File: src/rtl/core/tsq_pkg.sv
// Package for the temperature sample qualifier: register map codes, reset
// values and the small arithmetic helpers used by the qualifier datapath.
// No dependencies.
package tsq_pkg;

   typedef logic signed [11:0] temp_type;

   // Register indexes on the configuration port (byte address is 4 * index).
   typedef enum logic [2:0] {
      CSR_MIN_TEMP     = 3'd0,
      CSR_MAX_TEMP     = 3'd1,
      CSR_MAX_STEP     = 3'd2,
      CSR_REBASE       = 3'd3,
      CSR_STALE_TIMEOUT = 3'd4
   } csr_index_type;

   localparam int unsigned CSR_ADDR_BITS = 5;

   localparam logic [11:0] MIN_TEMP_RESET      = 12'hEC0;   // -320
   localparam logic [11:0] MAX_TEMP_RESET      = 12'd680;
   localparam logic [10:0] MAX_STEP_RESET      = 11'd40;
   localparam logic [7:0]  REBASE_RESET        = 8'd3;
   localparam logic [31:0] STALE_TIMEOUT_RESET = 32'd500000;

   // The raw sensor value is offset by 23 degrees, in eighths.
   localparam temp_type TEMP_OFFSET_EIGHTHS = 12'sd184;

   typedef enum logic {
      ACTION_SAMPLE = 1'b0,
      ACTION_QUERY  = 1'b1
   } action_type;

   // Result fields as they travel through the output register.
   typedef struct packed {
      logic [11:0] temperature_eighths;
      logic        temp_fresh;
      logic        latched_valid;
      logic [31:0] age_us;
      logic [31:0] outlier_count;
   } rsp_type;

   // Unpacks the two sensor bytes into eighths of a degree.
   function automatic temp_type unpack_temp(input logic [7:0] msb, input logic [7:0] lsb);
      logic [10:0] raw;
      begin
         raw = {msb, lsb[7:5]};
         return $signed({raw[10], raw}) + TEMP_OFFSET_EIGHTHS;
      end
   endfunction

   // True when the two temperatures differ by more than the allowed step.
   function automatic logic too_far(input temp_type a, input temp_type b,
                                    input logic [10:0] step);
      logic signed [12:0] diff;
      logic [12:0]        mag;
      begin
         diff = {a[11], a} - {b[11], b};
         mag  = diff[12] ? 13'(-diff) : 13'(diff);
         return mag > {2'b00, step};
      end
   endfunction

endpackage

File: src/rtl/core/temperature_sample_qualifier_top.sv
// An accepted request beat passes the input register, then the result register,
// to its response beat. Throughput: one item per cycle unless a held response is stalled.
// The output register is loaded whenever it is empty or being drained, so a
// held response does not block the input while the downstream side takes it.
// Reset (synchronous, active high) restores the register defaults and clears
// the held temperature, validity, run and counters. Depends on tsq_pkg.
module temperature_sample_qualifier_top #(
   parameter int unsigned TIMESTAMP_BITS = 64
) (
   input  logic                                  clock,
   input  logic                                  reset,

   input  logic                                  req_valid,
   output logic                                  req_stall,
   input  logic                                  req_action,
   input  logic [7:0]                            req_temp_msb,
   input  logic [7:0]                            req_temp_lsb,
   input  logic [63:0]                           req_now_us,

   output logic                                  rsp_valid,
   input  logic                                  rsp_stall,
   output logic signed [11:0]                    rsp_temperature_eighths,
   output logic                                  rsp_temp_fresh,
   output logic                                  rsp_latched_valid,
   output logic [31:0]                           rsp_age_us,
   output logic [31:0]                           rsp_outlier_count,

   input  logic                                  psel,
   input  logic                                  penable,
   input  logic                                  pwrite,
   input  logic [tsq_pkg::CSR_ADDR_BITS-1:0]     paddr,
   input  logic [31:0]                           pwdata,
   output logic [31:0]                           prdata,
   output logic                                  pready
);

   // Configuration registers.
   logic [11:0] min_temp_ff;
   logic [11:0] max_temp_ff;
   logic [10:0] max_step_ff;
   logic [7:0]  rebase_ff;
   logic [31:0] timeout_ff;

   // Input register.
   logic                      s1_valid_ff;
   logic                      action_ff;
   logic [7:0]                msb_ff;
   logic [7:0]                lsb_ff;
   logic [TIMESTAMP_BITS-1:0] now_ff;

   // Qualifier state.
   tsq_pkg::temp_type         held_temp_ff,  held_temp_in;
   logic                      valid_flag_ff, valid_flag_in;
   logic [TIMESTAMP_BITS-1:0] last_time_ff,  last_time_in;
   tsq_pkg::temp_type         cand_ff,       cand_in;
   logic [7:0]                count_ff,      count_in;
   logic [31:0]               outliers_ff,   outliers_in;

   // Output register.
   logic              rsp_valid_ff;
   tsq_pkg::rsp_type  rsp_ff, rsp_in;

   logic                      advance;
   logic                      csr_write;
   tsq_pkg::csr_index_type    csr_idx;
   tsq_pkg::temp_type         sample_t;
   logic                      updated;
   logic                      behind;
   logic [TIMESTAMP_BITS-1:0] diff;
   logic [63:0]               diff_ext;
   logic [7:0]                run_count;

   assign pready    = 1'b1;
   assign csr_write = psel & penable & pwrite & pready;
   assign csr_idx   = tsq_pkg::csr_index_type'(paddr[tsq_pkg::CSR_ADDR_BITS-1:2]);

   always_comb begin
      unique case (csr_idx)
         tsq_pkg::CSR_MIN_TEMP:      prdata = {20'd0, min_temp_ff};
         tsq_pkg::CSR_MAX_TEMP:      prdata = {20'd0, max_temp_ff};
         tsq_pkg::CSR_MAX_STEP:      prdata = {21'd0, max_step_ff};
         tsq_pkg::CSR_REBASE:        prdata = {24'd0, rebase_ff};
         tsq_pkg::CSR_STALE_TIMEOUT: prdata = timeout_ff;
         default:                    prdata = 32'd0;
      endcase
   end

   always_ff @(posedge clock) begin
      if (reset) begin
         min_temp_ff <= tsq_pkg::MIN_TEMP_RESET;
         max_temp_ff <= tsq_pkg::MAX_TEMP_RESET;
         max_step_ff <= tsq_pkg::MAX_STEP_RESET;
         rebase_ff   <= tsq_pkg::REBASE_RESET;
         timeout_ff  <= tsq_pkg::STALE_TIMEOUT_RESET;
      end else if (csr_write) begin
         unique case (csr_idx)
            tsq_pkg::CSR_MIN_TEMP:      min_temp_ff <= pwdata[11:0];
            tsq_pkg::CSR_MAX_TEMP:      max_temp_ff <= pwdata[11:0];
            tsq_pkg::CSR_MAX_STEP:      max_step_ff <= pwdata[10:0];
            tsq_pkg::CSR_REBASE:        rebase_ff   <= pwdata[7:0];
            tsq_pkg::CSR_STALE_TIMEOUT: timeout_ff  <= pwdata;
            default: ;
         endcase
      end
   end

   // The input register moves forward whenever the output register can load.
   assign advance   = s1_valid_ff & (~rsp_valid_ff | ~rsp_stall);
   assign req_stall = s1_valid_ff & ~advance;

   always_ff @(posedge clock) begin
      if (reset) begin
         s1_valid_ff <= 1'b0;
      end else if (~req_stall) begin
         s1_valid_ff <= req_valid;
      end
      if (req_valid & ~req_stall) begin
         action_ff <= req_action;
         msb_ff    <= req_temp_msb;
         lsb_ff    <= req_temp_lsb;
         now_ff    <= req_now_us[TIMESTAMP_BITS-1:0];
      end
   end

   assign sample_t = tsq_pkg::unpack_temp(msb_ff, lsb_ff);

   // Sample qualification and the recovery run.
   always_comb begin
      held_temp_in  = held_temp_ff;
      valid_flag_in = valid_flag_ff;
      last_time_in  = last_time_ff;
      cand_in       = cand_ff;
      count_in      = count_ff;
      outliers_in   = outliers_ff;
      updated       = 1'b0;
      run_count     = 8'd0;
      if (tsq_pkg::action_type'(action_ff) == tsq_pkg::ACTION_SAMPLE) begin
         if (sample_t < $signed(min_temp_ff) || sample_t > $signed(max_temp_ff) ||
             (valid_flag_ff && tsq_pkg::too_far(sample_t, held_temp_ff, max_step_ff))) begin
            outliers_in   = outliers_ff + 32'd1;
            valid_flag_in = 1'b0;
            count_in      = 8'd0;
         end else if (valid_flag_ff) begin
            held_temp_in = sample_t;
            last_time_in = now_ff;
            updated      = 1'b1;
         end else begin
            if (count_ff == 8'd0 || tsq_pkg::too_far(sample_t, cand_ff, max_step_ff)) begin
               run_count = 8'd1;
            end else begin
               run_count = count_ff + 8'd1;
            end
            cand_in  = sample_t;
            count_in = run_count;
            if (run_count >= rebase_ff) begin
               held_temp_in  = sample_t;
               last_time_in  = now_ff;
               count_in      = 8'd0;
               valid_flag_in = 1'b1;
               updated       = 1'b1;
            end
         end
      end
   end

   // Age is measured against the stored time; a fresh accept has age zero.
   assign behind   = now_ff < last_time_ff;
   assign diff     = now_ff - last_time_ff;
   assign diff_ext = 64'(diff);

   always_comb begin
      rsp_in.temperature_eighths = held_temp_in;
      rsp_in.latched_valid       = valid_flag_in;
      rsp_in.outlier_count       = outliers_in;
      rsp_in.age_us              = 32'd0;
      rsp_in.temp_fresh          = 1'b0;
      if (valid_flag_in) begin
         if (updated) begin
            rsp_in.temp_fresh = 1'b1;
         end else if (behind) begin
            rsp_in.age_us = '1;
         end else begin
            rsp_in.temp_fresh = diff_ext <= {32'd0, timeout_ff};
            rsp_in.age_us     = (|diff_ext[63:32]) ? '1 : diff_ext[31:0];
         end
      end
   end

   always_ff @(posedge clock) begin
      if (reset) begin
         held_temp_ff  <= '0;
         valid_flag_ff <= 1'b0;
         last_time_ff  <= '0;
         cand_ff       <= '0;
         count_ff      <= 8'd0;
         outliers_ff   <= 32'd0;
         rsp_valid_ff  <= 1'b0;
      end else begin
         if (advance) begin
            held_temp_ff  <= held_temp_in;
            valid_flag_ff <= valid_flag_in;
            last_time_ff  <= last_time_in;
            cand_ff       <= cand_in;
            count_ff      <= count_in;
            outliers_ff   <= outliers_in;
            rsp_valid_ff  <= 1'b1;
         end else if (~rsp_stall) begin
            rsp_valid_ff  <= 1'b0;
         end
      end
      if (advance) begin
         rsp_ff <= rsp_in;
      end
   end

   assign rsp_valid               = rsp_valid_ff;
   assign rsp_temperature_eighths = $signed(rsp_ff.temperature_eighths);
   assign rsp_temp_fresh          = rsp_ff.temp_fresh;
   assign rsp_latched_valid       = rsp_ff.latched_valid;
   assign rsp_age_us              = rsp_ff.age_us;
   assign rsp_outlier_count       = rsp_ff.outlier_count;

endmodule
File: config.mk
export PLATFORM = sky130hd
export DESIGN_NAME = temperature_sample_qualifier_top
export DESIGN_NICKNAME = d
export VERILOG_FILES = /design/src/rtl/core/tsq_pkg.sv /design/src/rtl/core/temperature_sample_qualifier_top.sv
export SDC_FILE = /design/constraint.sdc
export NUM_CORES = 1
export LEC_CHECK = 0
export BUFFER_PORTS_ARGS = -buffer_cell sky130_fd_sc_hd__buf_4
export CORE_MARGIN = 2
export CORE_UTILIZATION = 60
export CTS_CLUSTER_DIAMETER = 60
export DETAILED_ROUTE_END_ITERATION = 8
export PLACE_DENSITY_LB_ADDON = 0.08
export SYNTH_ARGS = -nofsm -noshare
export SYNTH_HDL_FRONTEND = slang
export SYNTH_SLANG_ARGS = --single-unit
File: constraint.sdc
create_clock -name clock -period 21.7 [get_ports clock]
set_input_delay 4.34 -clock clock [delete_from_list [all_inputs] [get_ports clock]]
set_output_delay 4.34 -clock clock [all_outputs]
set_load 0.02 [all_outputs]
==> out/summary.txt, run 1 <==
status: finished clean
crit end category: output pin
Die Width: 203 um
CTS tree: done
Clock Pin Slew Worst Setup and Hold Paths: 50 ps
Root Buffer: clkbuf_16
Avg Inst Size Synth: 8.50 sq um
GPL Wtd Cong: 0.970
crit-path cells: buf_4, nor2_1, and3_1, buf_4
worst hold path class: reg -> reg
Pwr per Cell Area: 68.0 nW/um^2
Final Skew: 17.2 ps
Post-CTS Repair Setup Buffers: 0
slowest stage delay, CP: 1020 ps
CTS Buf Count: 43
Synth area leader: edfxtp_1
post-synthesis adder-cell area fraction: 9.72%
Diodes inserted: 0
die height: 203 um
vias per inst: 6.22
Clock Latency Late Sink: 580 ps
unrepaired setup endpoints after global routing: false
most common cell in the synthesized netlist: nand2_1
largest fanout on the critical path: 27
fraction of layout cells with a size suffix above 1: 14.8%
overall power: 1840 uW
drt first-iter violations: 1967
Slowest cell on crit path: nor2_1
Commonest cells post-synth: 275 x nand2_1, 265 x a21oi_1, 241 x inv_1, 206 x dfxtp_1, 179 x ha_1
Seq cells post-synth: 360
WL final: 68700 um
r2r setup slk: 13100 ps
gr usage total: 33.0%
fin. max-slew vios: 0
Max Cap Viol: 0
fin crit share: 48.4%
slew at the pin closest to its max-slew limit: 1290 ps
Critical Path Start Type: input port
Port-buffer cells: 229
placed cell count: 3394
number of antenna violations at the first check in global routing: 0
Initial Util: 61.1%
CTS hold repair buffers: 0
DR pass1 iterations: 6
Lkg Pwr: 0.0107 uW
max_slew headroom: 13.5%
post-DR wirelength/cell: 19.8 um
crit-path leading delay family: simple AND/OR/NAND/NOR gates
synthesized area: 23700 sq um
final core occ: 70.0%
top cells by area, synth: edfxtp_1 20%, dfxtp_1 17%, ha_1 9.5%, a21oi_1 5.6%, nand2_1 4.4%
vias in the first global route: 20400
TNS Setup: 0 ps
post-route insts no fill: 3472
wire length of the first global-routing pass: 109000 um
Synthesized Nets: 3090
Area growth syn-to-layout: 14.7%
top_reg_cell synth: dfxtp_1
die area: 41000 sq um
WS Path Type: in -> out
Synth cell types: 91
final net count: 3228
complex-gate fraction of the synthesized area: 21.2%
post-synth top area share: 19.6%
PostCTS Resize Cnt: 0
Overflow after GRT: 0
clock tree buffer depth: 3
final hold slack: 456 ps
DR vias: 21600
CTS sink count: 360
# rows: 72
yosys warns: 0
post-synthesis mux area share: 3.61%
depth of the CTS H-tree: 2
simple logic cell fraction of the synthesized area: 17.9%
final antenna-violating net count: 0
Cells after Synth: 2783
DP Wirelength: 50400 um
number of placed I/O pins: 238
Post-synth EDFFs: 154
Final Setup Violations: 0
post-synthesis sequential area ratio: 37.0%
Worst path most repeated cell: buf_4
largest family of logic cells by synthesized area: compound AO/OA/AOI/OAI gates
DRC Markers: 0
Critical Path RT: 17360 ps
maximum vdd drop: 72.8 uV
Data arrival, critical path: 6170 ps
asr flop ratio synth: 0%
final hold violations: 0
pin count of the biggest net entering global routing: 108
CP bufs+invs: 2
Core Area: 38700 sq um
Synth Area in XOR/XNOR: 4.00%
Achievable Freq: 0.0952 GHz
fin crit period: 10510 ps
[cell type report]
class / instances / area [sq um]
fillers: 3097 / 11600
well taps: 518 / 648
multi-input cells: 2025 / 13400
flip-flops and latches: 360 / 8750
inverters: 241 / 906
clock inverters: 21 / 310
repair buffers: 250 / 1880
clock buffers: 57 / 1230
[cell usage in the layout, fill, tap and decap left out, types with 24 or more instances in the layout]
| cell type | Yosys | layout |
|---|---|---|
| nand3_1 | 121 | 120 |
| dfxtp_1 | 206 | 206 |
| mux2i_1 | 38 | 38 |
| o21a_1 | 25 | 24 |
| xor2_1 | 58 | 58 |
| and3_1 | 49 | 48 |
| nor3_1 | 28 | 28 |
| a21oi_2 | 31 | 31 |
| edfxtp_1 | 154 | 154 |
| nand4_1 | 61 | 61 |
| clkbuf_16 | 0 | 45 |
| buf_4 | 3 | 249 |
| o211ai_1 | 27 | 27 |
| o21ai_0 | 153 | 153 |
| inv_1 | 241 | 240 |
| xnor2_1 | 50 | 50 |
| mux2_2 | 39 | 39 |
| a211oi_1 | 52 | 52 |
| nor2b_1 | 53 | 52 |
| a21oi_1 | 265 | 265 |
| a21o_1 | 46 | 46 |
| nor2_1 | 176 | 176 |
| nand2_1 | 275 | 274 |
| ha_1 | 179 | 179 |
[state kept, by name (all words and copies together) (netlist names), 32 cells and up]
register / flops
rsp_age_us: 32
timeout_ff: 32
outliers_ff: 32
last_time_ff: 64
rsp_outlier_count: 32
now_ff: 64
[kinds of logic after synthesis]
kind of cell | count (synthesis)
AND/OR/NAND/NOR | 870
buffers and inverters | 398
adder cells (fa/ha/maj) | 182
multiplexers | 80
other | 1
XOR/XNOR | 108
flip-flops | 360
AO/OA/AOI/OAI | 784
[final timing paths]
check,from,end,cells past startpoint
setup reg to reg,msb_ff[0],rsp_temperature_eighths[7],30
hold / removal,cand_ff[2],cand_ff[2],2
setup / recovery,paddr[3],prdata[29],4
hold reg to reg,cand_ff[2],cand_ff[2],2
[report_power, final]
group          switching (uW)  internal (uW)
clock network             300            475
logic                     206            127
registers                10.8            724
[worst min-delay path, cell delays in order (launching register included)]
cell and delay, ps:
dfxtp_1 300, nand2_1 50, a21oi_1 50
[per-stage QoR]
stage	setup WS, ps	area (sq um)
after floorplan	11740	23700
after global placement	11410	25600
after detailed placement	11340	25600
after CTS	11310	27100
after global routing	11170	27100
final	11190	27100
[layer usage]
metal	track usage, %	vias up	routed length [um]
met5	0	-	0
met4	12.7	0	2550
met3	3.60	160	4510
met2	54.5	873	32100
met1	44.6	10300	29500
li1	-	10300	-
No activity file was read; power rests on OpenSTA's default activity.
==> run 2, diff against run 1 <==
--- a/config.mk
+++ b/config.mk
@@ -7,7 +7,7 @@
 export LEC_CHECK = 0
 export BUFFER_PORTS_ARGS = -buffer_cell sky130_fd_sc_hd__buf_4
 export CORE_MARGIN = 2
-export CORE_UTILIZATION = 60
+export CORE_UTILIZATION = 55
 export CTS_CLUSTER_DIAMETER = 60
 export DETAILED_ROUTE_END_ITERATION = 8
 export PLACE_DENSITY_LB_ADDON = 0.08
==> constraint.sdc (replaced) <==
create_clock -name clock -period 9.4 [get_ports clock]
set_input_delay 1.88 -clock clock [delete_from_list [all_inputs] [get_ports clock]]
set_output_delay 1.88 -clock clock [all_outputs]
set_load 0.02 [all_outputs]
==> run 2 against run 1 <==
  * Worst setup slack got worse by 10000 ps
  * Global-route usage fell by 2.3 points
  * Clock skew increased by 8.2 ps
  * Critical path depth is 29 higher
  * Non-clock buffer count grew 5
  * Die area rose by 8.9%
  * Clock power grew 120%
  * Final cell count is 0.72% higher
  * Critical path type is now reg -> reg
  * Highest routed layer unchanged
==> out/summary.txt, run 2 (same netlist as run 1, synthesis figures left out) <==
Pwr per Cell Area: 155 nW/um^2 (was 68.0 nW/um^2)
Max Cap Viol: 0 (unchanged)
Port-buffer cells: 229 (unchanged)
slew at the pin closest to its max-slew limit: 1240 ps (was 1290 ps)
CTS tree: done (unchanged)
CTS Buf Count: 42 (was 43)
Critical Path RT: 9740 ps (was 17360 ps)
top flop regs: last_time_ff (64), now_ff (64) (unchanged)
maximum vdd drop: 221 uV (was 72.8 uV)
die area: 44700 sq um (was 41000 sq um)
DRC Markers: 0 (unchanged)
WS Path Type: reg -> reg (was in -> out)
crit end category: flop (was output pin)
max_slew headroom: 17.1% (was 13.5%)
Overflow after GRT: 0 (unchanged)
Achievable Freq: 0.120 GHz
CTS sink count: 360 (unchanged)
PostCTS Resize Cnt: 0 (unchanged)
final antenna-violating net count: 0 (unchanged)
Slowest cell on crit path: a21oi_1 (was nor2_1)
fraction of layout cells with a size suffix above 1: 14.8% (about the same)
Root Buffer: clkbuf_16 (unchanged)
Comb power frac: 18.5% (was 18.1%)
Clock Pin Slew Worst Setup and Hold Paths: 60 ps (was 50 ps)
fin. max-slew vios: 0 (unchanged)
Die Width: 211 um (was 203 um)
number of antenna violations at the first check in global routing: 1 (was 0)
vias per inst: 6.14 (was 6.22)
number of placed I/O pins: 238 (unchanged)
GPL Wtd Cong: 0.956 (was 0.970)
largest fanout on the critical path: 14 (was 27)
unrepaired setup endpoints after global routing: false (unchanged)
post-route insts no fill: 3497 (was 3472)
Initial Util: 56.0% (was 61.1%)
worst hold path class: reg -> reg (unchanged)
Area growth syn-to-layout: 14.5% (was 14.7%)
vias in the first global route: 20000 (was 20400)
fin crit period: 8320 ps
placed cell count: 3420 (was 3394)
slowest stage delay, CP: 750 ps (was 1020 ps)
Lkg Pwr: 0.0106 uW (was 0.0107 uW)
Clock Latency Late Sink: 590 ps (was 580 ps)
WL final: 70000 um (was 68700 um)
depth of the CTS H-tree: 2 (unchanged)
clock tree buffer depth: 3 (unchanged)
CTS hold repair buffers: 0 (unchanged)
FILL cells: 3599 (was 3097)
Switching Fraction: 28.9% (was 28.1%)
Core Area: 42200 sq um (was 38700 sq um)
pin count of the biggest net entering global routing: 83 (was 108)
Critical Path Start Type: flop (was input port)
DR vias: 21500 (was 21600)
status: finished clean (unchanged)
final net count: 3232 (was 3228)
drt first-iter violations: 1784 (was 1967)
Post-CTS Repair Setup Buffers: 0 (unchanged)
Cell Int Power: 2980 uW (was 1330 uW)
Clock power frac: 41.1% (was 42.1%)
DR pass1 iterations: 6 (unchanged)
Final Setup Violations: 0 (unchanged)
Placed Area: 25600 sq um (about the same)
Switch Pwr: 1210 uW (was 517 uW)
Worst path most repeated cell: ha_1 (was buf_4)
final hold violations: 0 (unchanged)
# rows: 75 (was 72)
TNS Setup: 0 ps (unchanged)
Data arrival, critical path: 8660 ps (was 6170 ps)
post-DR wirelength/cell: 20.0 um (was 19.8 um)
commonest non-fill, non-tap cell in the layout: nand2_1 (unchanged)
most frequent cells in the layout: 274 x nand2_1, 265 x a21oi_1, 254 x buf_4, 240 x inv_1, 206 x dfxtp_1 (was 274 x nand2_1, 265 x a21oi_1, 249 x buf_4, 240 x inv_1, 206 x dfxtp_1)
final instance area: 27100 sq um (about the same)
DP Wirelength: 51600 um (was 50400 um)
Final Skew: 25.5 ps (was 17.2 ps)
Sequential Power Share: 40.4% (was 39.8%)
die height: 211 um (was 203 um)
wire length of the first global-routing pass: 109000 um (about the same)
gr usage total: 30.7% (was 33.0%)
fin crit share: 88.5%
run 2: power by group through the flow:
| stage | clock network (uW) | logic [uW] | registers, uW |
|---|---|---|---|
| global placement | 0 | 739 | 1730 |
| CTS | 1750 | 763 | 1690 |
| floorplan | 0 | 503 | 1740 |
| global route | 1800 | 846 | 1700 |
| finish | 1720 | 776 | 1690 |
| detailed placement | 0 | 757 | 1730 |
run 2: critical path: cells and delay by family (launching register included):
family          cells  cell delay (ps)
compound gates     14             3130
simple gates       10             1970
fa+ha+maj           4             1170
buf+inv             2              490
flops               1              460
xor+xnor            2              430
mux                 1              430
run 2: cell type report:
class / instances / area [sq um] / share of cell area [%]
Multi-Input combinational cell: 2025 / 13400 / 49.5
Clock inverter: 27 / 344 / 1.27
Tap cell: 539 / 674 / 2.49
Timing Repair Buffer: 255 / 1920 / 7.08
Clock buffer: 49 / 1100 / 4.05
Antenna cell: 1 / 2.50 / 0.00924
Inverter: 241 / 906 / 3.34
Sequential cell: 360 / 8750 / 32.3
run 2: metrics by stage:
step	setup slack, ps	utilization (%)	power (uW)	hold WS (ps)
finish	1080	64.1	4190	457
floorplan	2310	-	2240	436
global route	223	64.1	4340	472
detailed placement	1170	60.7	2480	453
global placement	1270	60.7	2470	442
CTS	1150	64.1	4200	461
run 2: layer usage:
metal / track usage, % / vias up / share of wire, %
li1: - / 10300 / -
met1: 42.5 / 10300 / 45
met2: 50.0 / 763 / 46
met3: 3.75 / 123 / 5.7
met4: 10.1 / 0 / 2.9
met5: 0 / - / 0
run 2: path summary, 6_finish.rpt:
path	from	cells past startpoint	end	slack, ps
setup reg to reg	msb_ff[0]	33	rsp_temperature_eighths[8]	1080
hold reg to reg	cand_ff[6]	2	cand_ff[6]	460
setup / recovery	msb_ff[0]	33	rsp_temperature_eighths[8]	1080
hold / removal	cand_ff[6]	2	cand_ff[6]	460
==> run 3, diff against run 2 <==
--- a/config.mk
+++ b/config.mk
@@ -6,11 +6,13 @@
 export NUM_CORES = 1
 export LEC_CHECK = 0
 export BUFFER_PORTS_ARGS = -buffer_cell sky130_fd_sc_hd__buf_4
+export CORE_ASPECT_RATIO = 1.2
 export CORE_MARGIN = 2
 export CORE_UTILIZATION = 55
 export CTS_CLUSTER_DIAMETER = 60
 export DETAILED_ROUTE_END_ITERATION = 8
 export PLACE_DENSITY_LB_ADDON = 0.08
+export SKIP_CTS_REPAIR_TIMING = 1
 export SYNTH_ARGS = -nofsm -noshare
 export SYNTH_HDL_FRONTEND = slang
 export SYNTH_SLANG_ARGS = --single-unit
==> run 3 against run 2 <==
  * Count of clock-buffer cells in the layout grew 12
  * Via count shrank 0.29%
  * Sequential power is essentially flat
  * Clock power shrank 12%
  * Clock skew grew 6.9 ps
  * Global-route usage grew 0.73 points
  * Hold slack lost 1.0 ps
  * Final cell count grew 0.46%
  * Die area is essentially flat
==> out/summary.txt, run 3 (same netlist as run 1, synthesis figures left out) <==
CTS tree: done (unchanged)
CTS sink count: 360 (unchanged)
hold path start: cand_ff[11] (was cand_ff[6])
Max Cap Viol: 0 (unchanged)
post-DR wirelength/cell: 20.5 um (was 20.0 um)
number of antenna violations at the first check in global routing: 6 (was 1)
die area: 44700 sq um (about the same)
most frequent cells in the layout: 274 x nand2_1, 265 x a21oi_1, 255 x buf_4, 240 x inv_1, 206 x dfxtp_1 (was 274 x nand2_1, 265 x a21oi_1, 254 x buf_4, 240 x inv_1, 206 x dfxtp_1)
largest fanout on the critical path: 47 (was 14)
DR pass1 iterations: 5 (was 6)
Final Setup Violations: 0 (unchanged)
maximum vdd drop: 178 uV (was 221 uV)
clock tree buffer depth: 3 (unchanged)
fin crit share: 91.9% (was 88.5%)
pin count of the biggest net entering global routing: 78 (was 83)
final antenna-violating net count: 0 (unchanged)
overall power: 3980 uW (was 4190 uW)
wire length of the first global-routing pass: 112000 um (was 109000 um)
fraction of layout cells with a size suffix above 1: 14.3% (was 14.8%)
GPL Wtd Cong: 1.02 (was 0.956)
r2r startpoint: msb_ff[0] (unchanged)
vias in the first global route: 20700 (was 20000)
worst hold path class: reg -> reg (unchanged)
commonest non-fill, non-tap cell in the layout: nand2_1 (unchanged)
final hold violations: 0 (unchanged)
Pwr per Cell Area: 148 nW/um^2 (was 155 nW/um^2)
DP Wirelength: 52900 um (was 51600 um)
Final WS setup: 761 ps (was 1080 ps)
Data arrival, critical path: 9050 ps (was 8660 ps)
hold path depth: 2 (unchanged)
TNS Setup: 0 ps (unchanged)
Die Width: 193 um (was 211 um)
Critical Path RT: 9810 ps (was 9740 ps)
Clock Pin Slew Worst Setup and Hold Paths: 60 ps (about the same)
fin. max-slew vios: 0 (unchanged)
unrepaired setup endpoints after global routing: false (unchanged)
Initial Util: 55.5% (was 56.0%)
status: finished clean (unchanged)
vias per inst: 6.09 (was 6.14)
Area growth syn-to-layout: 13.9% (was 14.5%)
final hold slack: 456 ps (was 457 ps)
DR vias: 21400 (was 21500)
number of placed I/O pins: 238 (unchanged)
drt first-iter violations: 1650 (was 1784)
final core occ: 63.2% (was 64.1%)
max_slew headroom: 20.3% (was 17.1%)
WL final: 72000 um (was 70000 um)
top flop regs: last_time_ff (64), now_ff (64) (unchanged)
Root Buffer: clkbuf_16 (unchanged)
die height: 231 um (was 211 um)
CTS Buf Count: 40 (was 42)
final net count: 3231 (was 3232)
Achievable Freq: 0.116 GHz (was 0.120 GHz)
slowest stage delay, CP: 780 ps (was 750 ps)
Overflow after GRT: 0 (unchanged)
depth of the CTS H-tree: 2 (unchanged)
Lkg Pwr: 0.0105 uW (was 0.0106 uW)
crit end category: flop (unchanged)
sink of the worst hold path: cand_ff[11] (was cand_ff[6])
WS Path Type: reg -> reg (unchanged)
reg2reg end: last_time_ff[0] (was rsp_temperature_eighths[8])
Critical Path Start Type: flop (unchanged)
Port-buffer cells: 229 (unchanged)
gr usage total: 31.4% (was 30.7%)
DRC Markers: 0 (unchanged)
r2r setup slk: 760 ps (was 1080 ps)
FF-to-FF path depth: 35 (was 33)
Slowest cell on crit path: a21oi_1 (unchanged)
Final Skew: 32.4 ps (was 25.5 ps)
slew at the pin closest to its max-slew limit: 1190 ps (was 1240 ps)
fin crit period: 8640 ps (was 8320 ps)
# rows: 83 (was 75)
Clock Latency Late Sink: 590 ps (about the same)
Place WS: 886 ps (was 1170 ps)
Core Area: 42600 sq um (was 42200 sq um)
## run 3: cell count changes in the layout (fill, tap and decap cells not counted), moves of 2 or more
cell / before / now
clkinv_1: 3 / 6
inv_6: 6 / 1
clkbuf_8: 2 / 6
diode_2: 1 / 6
clkinvlp_4: 4 / 1
clkbuf_1: 5 / 14
clkinv_2: 5 / 3
clkinv_4: 2 / 0
bufinv_16: 6 / 0
## run 3: worst max path at each step
stage                            endpoint  cells after the start      start  slack (ps)
3_3_place_gp             last_time_ff[35]                     35  msb_ff[0]        1060
6_report                  last_time_ff[0]                     35  msb_ff[0]         760
3_5_place_dp             last_time_ff[11]                     35  msb_ff[0]         890
4_1_cts                  last_time_ff[34]                     35  msb_ff[0]         850
5_1_grt                  last_time_ff[42]                     32  msb_ff[0]         150
2_1_floorplan  rsp_temperature_eighths[0]                     33  msb_ff[2]        2310
## run 3: area by class of cell
type / instances / area, sq um
Antenna cell: 6 / 15.0
Clock buffer: 61 / 1160
Clock inverter: 12 / 76.3
Fill cell: 3674 / 15700
Inverter: 241 / 906
Multi-Input combinational cell: 2025 / 13400
Sequential cell: 360 / 8750
Tap cell: 552 / 691
Timing Repair Buffer: 256 / 1930
## run 3: layer usage
| layer | part of all wire, % | track usage (%) | vias to the layer above | wire length [um] |
|---|---|---|---|---|
| li1 | - | - | 10300 | - |
| met1 | 41 | 38.4 | 10200 | 29300 |
| met4 | 5.3 | 16.7 | 0 | 3810 |
| met3 | 5.4 | 3.61 | 175 | 3890 |
| met5 | 0 | 0 | - | 0 |
| met2 | 49 | 54.6 | 740 | 35000 |
## run 3: through the flow
step,std cells,cell area [sq um]
5_1_grt,3511,26900
3_5_place_dp,3434,25700
6_report,3513,26900
3_3_place_gp,3434,25700
2_1_floorplan,2783,23700
4_1_cts,3507,26900
## run 3: critical path: cells and delay by family, from the launching register on
kind	cells	cell delay, ps
AND/OR/NAND/NOR	10	1530
buffers and inverters	3	950
AO/OA/AOI/OAI	16	3590
adder cells (fa/ha/maj)	4	1170
XOR/XNOR	1	260
multiplexers	1	420
flip-flops	1	500
## run 3: report_power, final
part / leakage, uW / switching [uW] / internal, uW
clock network: 0.000600 / 655 / 854
registers: 0.00315 / 24.2 / 1670
logic: 0.00678 / 483 / 295
total: 0.0105 / 1160 / 2820
